===== src/hdl/lbc_pkg.sv =====
// ----------------------------------------------------------------------------
// lbc_pkg
// shared types for the line box clip pipeline
// ----------------------------------------------------------------------------
`timescale 1ns / 1ps
`default_nettype none

package lbc_pkg;

    // pipeline control handed from the core to its divider stages
    typedef struct packed {
        logic advance;
        logic valid;
    } lbc_stage_ctl_t;

endpackage

`default_nettype wire


===== src/hdl/lbc_rdiv_pair.sv =====
// ----------------------------------------------------------------------------
// lbc_rdiv_pair
// two-lane pipelined rounded divider: q = (a*b + d/2) / d, capped at
// 2^(COORD_BITS+1); one multiply stage, one rounding stage, then one
// restoring quotient bit per stage, with a sideband carried alongside
// ----------------------------------------------------------------------------
`timescale 1ns / 1ps
`default_nettype none

module lbc_rdiv_pair #(
    parameter int COORD_BITS = 16,
    parameter int SIDE_BITS  = 1
) (
    input  logic                                clk,
    input  logic                                rst_n,
    input  lbc_pkg::lbc_stage_ctl_t             ctl,
    input  logic [1:0][COORD_BITS+1:0]          a_in,
    input  logic [1:0][COORD_BITS:0]            b_in,
    input  logic [1:0][COORD_BITS:0]            d_in,
    input  logic [SIDE_BITS-1:0]                side_in,
    output logic                                valid_out,
    output logic [1:0][COORD_BITS+1:0]          q_out,
    output logic [SIDE_BITS-1:0]                side_out
);

    import lbc_pkg::*;

    localparam int AW = COORD_BITS + 2;
    localparam int DW = COORD_BITS + 1;
    localparam int QB = COORD_BITS + 2;
    localparam int PD = AW + DW;
    localparam int PW = PD + 1;
    localparam logic [QB-1:0] QUOT_CAP = QB'(1) << (QB - 1);

    logic [QB+1:0]          valid_reg;
    logic [SIDE_BITS-1:0]   side_reg [0:QB+1];

    always_ff @(posedge clk or negedge rst_n)
    begin
        if (!rst_n)
        begin
            valid_reg <= '0;
        end
        else if (ctl.advance)
        begin
            valid_reg <= {valid_reg[QB:0], ctl.valid};
        end
    end

    always_ff @(posedge clk)
    begin
        if (ctl.advance)
        begin
            side_reg[0] <= side_in;
            for (int k = 1; k <= QB + 1; k++)
            begin
                side_reg[k] <= side_reg[k-1];
            end
        end
    end

    assign valid_out = valid_reg[QB+1];
    assign side_out  = side_reg[QB+1];

    for (genvar l = 0; l < 2; l++)
    begin : g_lane
        logic [PD-1:0]  prod_next;
        logic [PD-1:0]  prod_reg;
        logic [DW-1:0]  dm_reg;
        logic [PW-1:0]  p_sum;
        logic [DW-1:0]  rem_reg  [0:QB-1];
        logic [DW-1:0]  rem_next [0:QB-1];
        logic [QB-1:0]  low_reg  [0:QB-1];
        logic [QB-1:0]  low_next [0:QB-1];
        logic [DW-1:0]  d_reg    [0:QB-1];
        logic [DW-1:0]  d_next   [0:QB-1];
        logic [QB-1:0]  q_reg    [0:QB];
        logic [QB-1:0]  q_next   [0:QB];
        logic           sat_reg  [0:QB];
        logic           sat_next [0:QB];
        logic [DW:0]    trial    [1:QB];
        logic [DW:0]    diff     [1:QB];
        logic           ge       [1:QB];
        logic [QB-1:0]  q_raw;

        assign prod_next = PD'(a_in[l]) * PD'(b_in[l]);

        always_comb
        begin
            p_sum       = PW'(prod_reg) + PW'(dm_reg >> 1);
            rem_next[0] = p_sum[QB+DW-1:QB];
            low_next[0] = p_sum[QB-1:0];
            d_next[0]   = dm_reg;
            q_next[0]   = '0;
            sat_next[0] = p_sum[PW-1:QB] >= (PW-QB)'(dm_reg);
            for (int k = 1; k <= QB; k++)
            begin
                trial[k]    = {rem_reg[k-1], low_reg[k-1][QB-1]};
                ge[k]       = trial[k] >= {1'b0, d_reg[k-1]};
                diff[k]     = trial[k] - {1'b0, d_reg[k-1]};
                q_next[k]   = {q_reg[k-1][QB-2:0], ge[k]};
                sat_next[k] = sat_reg[k-1];
            end
            for (int k = 1; k < QB; k++)
            begin
                rem_next[k] = ge[k] ? diff[k][DW-1:0] : trial[k][DW-1:0];
                low_next[k] = low_reg[k-1] << 1;
                d_next[k]   = d_reg[k-1];
            end
        end

        always_ff @(posedge clk)
        begin
            if (ctl.advance)
            begin
                prod_reg <= prod_next;
                dm_reg   <= d_in[l];
                for (int k = 0; k < QB; k++)
                begin
                    rem_reg[k] <= rem_next[k];
                    low_reg[k] <= low_next[k];
                    d_reg[k]   <= d_next[k];
                end
                for (int k = 0; k <= QB; k++)
                begin
                    q_reg[k]   <= q_next[k];
                    sat_reg[k] <= sat_next[k];
                end
            end
        end

        assign q_raw    = q_reg[QB];
        assign q_out[l] = (sat_reg[QB] || (q_raw[QB-1] && (|q_raw[QB-2:0])))
                          ? QUOT_CAP : q_raw;
    end

endmodule

`default_nettype wire


===== config.mk =====
export PLATFORM = sky130hd
export DESIGN_NAME = lbc_rdiv_pair
export DESIGN_NICKNAME = d
export VERILOG_FILES = /design/src/hdl/lbc_pkg.sv /design/src/hdl/lbc_rdiv_pair.sv
export SDC_FILE = /design/constraint.sdc
export NUM_CORES = 2
export LEC_CHECK = 0
export BUFFER_PORTS_ARGS = -buffer_cell sky130_fd_sc_hd__clkbuf_2
export CORE_MARGIN = 1.5
export CORE_UTILIZATION = 32
export CTS_CLUSTER_DIAMETER = 200
export DETAILED_ROUTE_END_ITERATION = 7
export PLACE_DENSITY = 0.46
export SYNTH_ARGS = -nofsm -noshare
export SYNTH_HDL_FRONTEND = slang
export SYNTH_SLANG_ARGS = --single-unit
export TNS_END_PERCENT = 20

===== constraint.sdc =====
create_clock -name clk -period 3.65 [get_ports clk]
set_input_delay 0.1825 -clock clk [delete_from_list [all_inputs] [get_ports clk]]
set_output_delay 0.1825 -clock clk [all_outputs]
set_load 0.03 [all_outputs]

==> flow_metrics.py <==
metrics = {
    "clock_tree": {
        "cts_max_level": 4,
        "cts.clk_slew.worst_paths_ns": 0.05,
        "root_buffer": "clkbuf_16",
        "cts_buffer_depth": 4,
        "clkSinkCount": 2090,
        "cts_buffers": 238,
        "clock_latency_ns": 0.92,
        "cts_tree": "built",
    },
    "sta": {
        "finalCriticalPeriod_ns": 5.139,
        "finalHoldViolations": 0,
        "tightestPinTransition_ns": 1.007,
        "setup_ws_ns": -1.489,
        "maxSlewHeadroom_pct": 32.00,
        "rsz0062_at_grt": "true",
        "fin_tns_setup_ns": -51.86,
        "skew_ns": 0.09221,
        "hold_ws_ns": 0.08888,
        "clock.fmax_mhz": 194.6,
        "fin_crit_sh_pct": 140.8,
        "finalMaxSlewViolations": 0,
        "setup_viol": 52,
    },
    "pwr": {
        "leakage_nw": 60.37,
        "vdd_drop_max_mv": 1.597,
        "total_power_mw": 152.8,
        "p_per_area_nw_per_um2": 1051,
    },
    "placed_design": {
        "portBuffers": 146,
        "dp.final_hpwl_mm": 222.7,
        "pre_cts_slack_ns": -2.702,
        "placed_area_um2": 134800,
        "place_inst": 15578,
        "gp_congestion": 0.8755,
    },
    "synthesis": {
        "synth_edf_count": 2070,
        "seq_area_frac_synth_pct": 51.17,
        "async_flop_share_pct": 0.9569,
        "syn_area_um2": 122500,
        "ys_ff_latch": 2090,
        "syn_area_per_cell_um2": 12.34,
        "syn_nets": 11444,
        "synth.distinct_cells": 90,
        "synth_ff_type": "edfxtp_1",
        "syn_inst": 9925,
        "yosys_warnings": 0,
    },
    "finish": {
        "area_growth_pct": 18.73,
        "layout.cells.most_common": "edfxtp_1",
        "fin_util_pct": 38.26,
        "drive_gt1_share_pct": 17.56,
        "fin_cells": 16115,
        "final_nets": 12413,
        "final_cell_mix": "2070 x edfxtp_1, 1400 x inv_1, 864 x ha_1",
        "fillers": 36283,
        "stdcell_area_um2": 145400,
    },
    "die": {
        "rows": 226,
        "dieWidth_um": 621.6,
        "initial_core_util_pct": 32.22,
        "die-area_um2": 386400,
        "core_region_area_um2": 380000,
        "die_y_um": 621.6,
        "ios": 147,
    },
    "drt": {
        "via_per_inst": 4.706,
        "drc": 0,
        "wl_per_cell_um": 17.64,
        "drt-initial-drc-count": 3547,
        "wirelength_mm": 284.3,
        "ant_nets": 0,
        "dr_total_vias": 75838,
        "dr.pass1.iters": 6,
    },
    "global_routing": {
        "grt_use_total_pct": 14.42,
        "grt_max_degree": 146,
        "grt_overflow": 0,
        "grt_pass1_vias": 80146,
        "grt_pass1_wl_mm": 446.5,
        "antenna_found_initial": 12,
    },
    "worst_setup_path": {
        "worstPathMaxFanout": 7,
        "end_kind": "flip-flop",
        "worstSetupStartpointType": "primary input",
        "critPathKind": "in2reg",
        "crit_arrival_ns": 5.73,
        "worst_ep_required_time_ns": 4.24,
    },
    "run_status": {
        "violations": "negative setup slack",
        "status": "finished, violations left",
    },
    "hold_path": {
        "hold_path_class": "in2reg",
    },
    "run": {
        "cap_violations": 0,
    },
}
what timing repair did:
| item | in CTS | in global routing |
|---|---|---|
| gates cloned | 1 | 1 |
| hold endpoints to repair | 197 | 0 |
| resized for setup | 251 | 115 |
| hold buffers | 58 | 0 |
| endpoints found under the setup margin | 67 | 151 |
| buffers inserted | 27 | 16 |
| pin swaps | 142 | 86 |
cells in the mapped netlist, types with 60 or more instances:
cell type     n  area (um2)
a211oi_1     81       608.1
a21o_1      190        1426
a21oi_1     368        1842
and2_1      311        1946
clkbuf_1    113       424.2
edfxtp_1   2070       62160
fa_1        514       10290
ha_1        896       11210
inv_1      1433        5379
mux2_2      394        4437
nand2_1     605        2271
nand2b_1     99       619.3
nand3_1     129       645.6
nand4_1     113       706.9
nor2_1      442        1659
nor2b_1      99       619.3
nor3_1      168       840.8
nor4_1       60       375.4
o21a_1      138        1036
o21ai_0     301        1506
o31ai_1      66       495.5
or3_1        60       375.4
xnor2_1     370        3241
xor2_1      160        1401
metal layers:
layer,GRT usage [%],share of wire (%),routed length [um]
met1,17.26,43,122300
met5,0,0.011,31
met2,26.58,51,143900
met4,5.005,3.5,10030
met3,1.637,2.8,7997
layout make-up:
type	count	area (um2)	area share (%)
Sequential cell	2090	62660	43.10
Clock inverter	157	1774	1.220
Clock buffer	286	6325	4.350
Multi-Input combinational cell	6235	55030	37.85
Antenna cell	2	5.005	0.003442
Tap cell	5016	6276	4.317
Inverter	1433	5379	3.700
Timing Repair Buffer	896	7948	5.466
where the power goes:
group	internal, mW	leakage [nW]	switching (mW)	total (mW)
combinational	43.9	35.9	44.6	88.5
sequential	36.4	20.5	3.24	39.6
clock	14.9	3.96	9.71	24.6
total	95.2	60.4	57.6	153
critical path, cell delays in order:
cell and delay (ns):
clkbuf_16 0.14, buf_6 0.12, and2_4 0.13, fa_1 0.54
inv_2 0.04, fa_2 0.52, fa_1 0.44, fa_1 0.53
inv_2 0.04, fa_1 0.50, inv_1 0.05, fa_1 0.50
inv_2 0.05, ha_4 0.24, nand4_1 0.17, o22ai_2 0.15
nor3_4 0.21, a31oi_4 0.14, o211ai_1 0.28, nand2_1 0.15
a2111o_1 0.45, o211a_1 0.13
path summary, 6_finish.rpt:
kind,from,to,slack (ns),cells after the start
max,b_in[6],g_lane[0].prod_reg[34]$_DFFE_PP_,-1.49,22
max in group asynchronous,rst_n,valid_reg[18]$_DFFE_PN0P_,2.57,3
min reg2reg,g_lane[1].low_reg[4][10]$_DFFE_PP_,g_lane[1].low_reg[5][11]$_DFFE_PP_,0.35,0
min in group asynchronous,rst_n,valid_reg[3]$_DFFE_PN0P_,0.55,3
max reg2reg,g_lane[0].dm_reg[7]$_DFFE_PP_,g_lane[0].sat_reg[0]$_DFFE_PP_,-0.83,17
min,d_in[20],g_lane[1].dm_reg[3]$_DFFE_PP_,0.09,2
cell families (layout without fill, tap and decap cells):
family,count (synthesis),after routing,synth area share [%]
compound gates,1574,1574,8.826
buf+inv,1600,2772,5.062
xor+xnor,530,530,3.791
flops,2090,2090,51.17
simple gates,2243,2243,9.134
other cells,0,2,0
fa+ha+maj,1410,1410,17.56
mux,478,478,4.459
No activity file was read; power rests on OpenSTA's default activity.
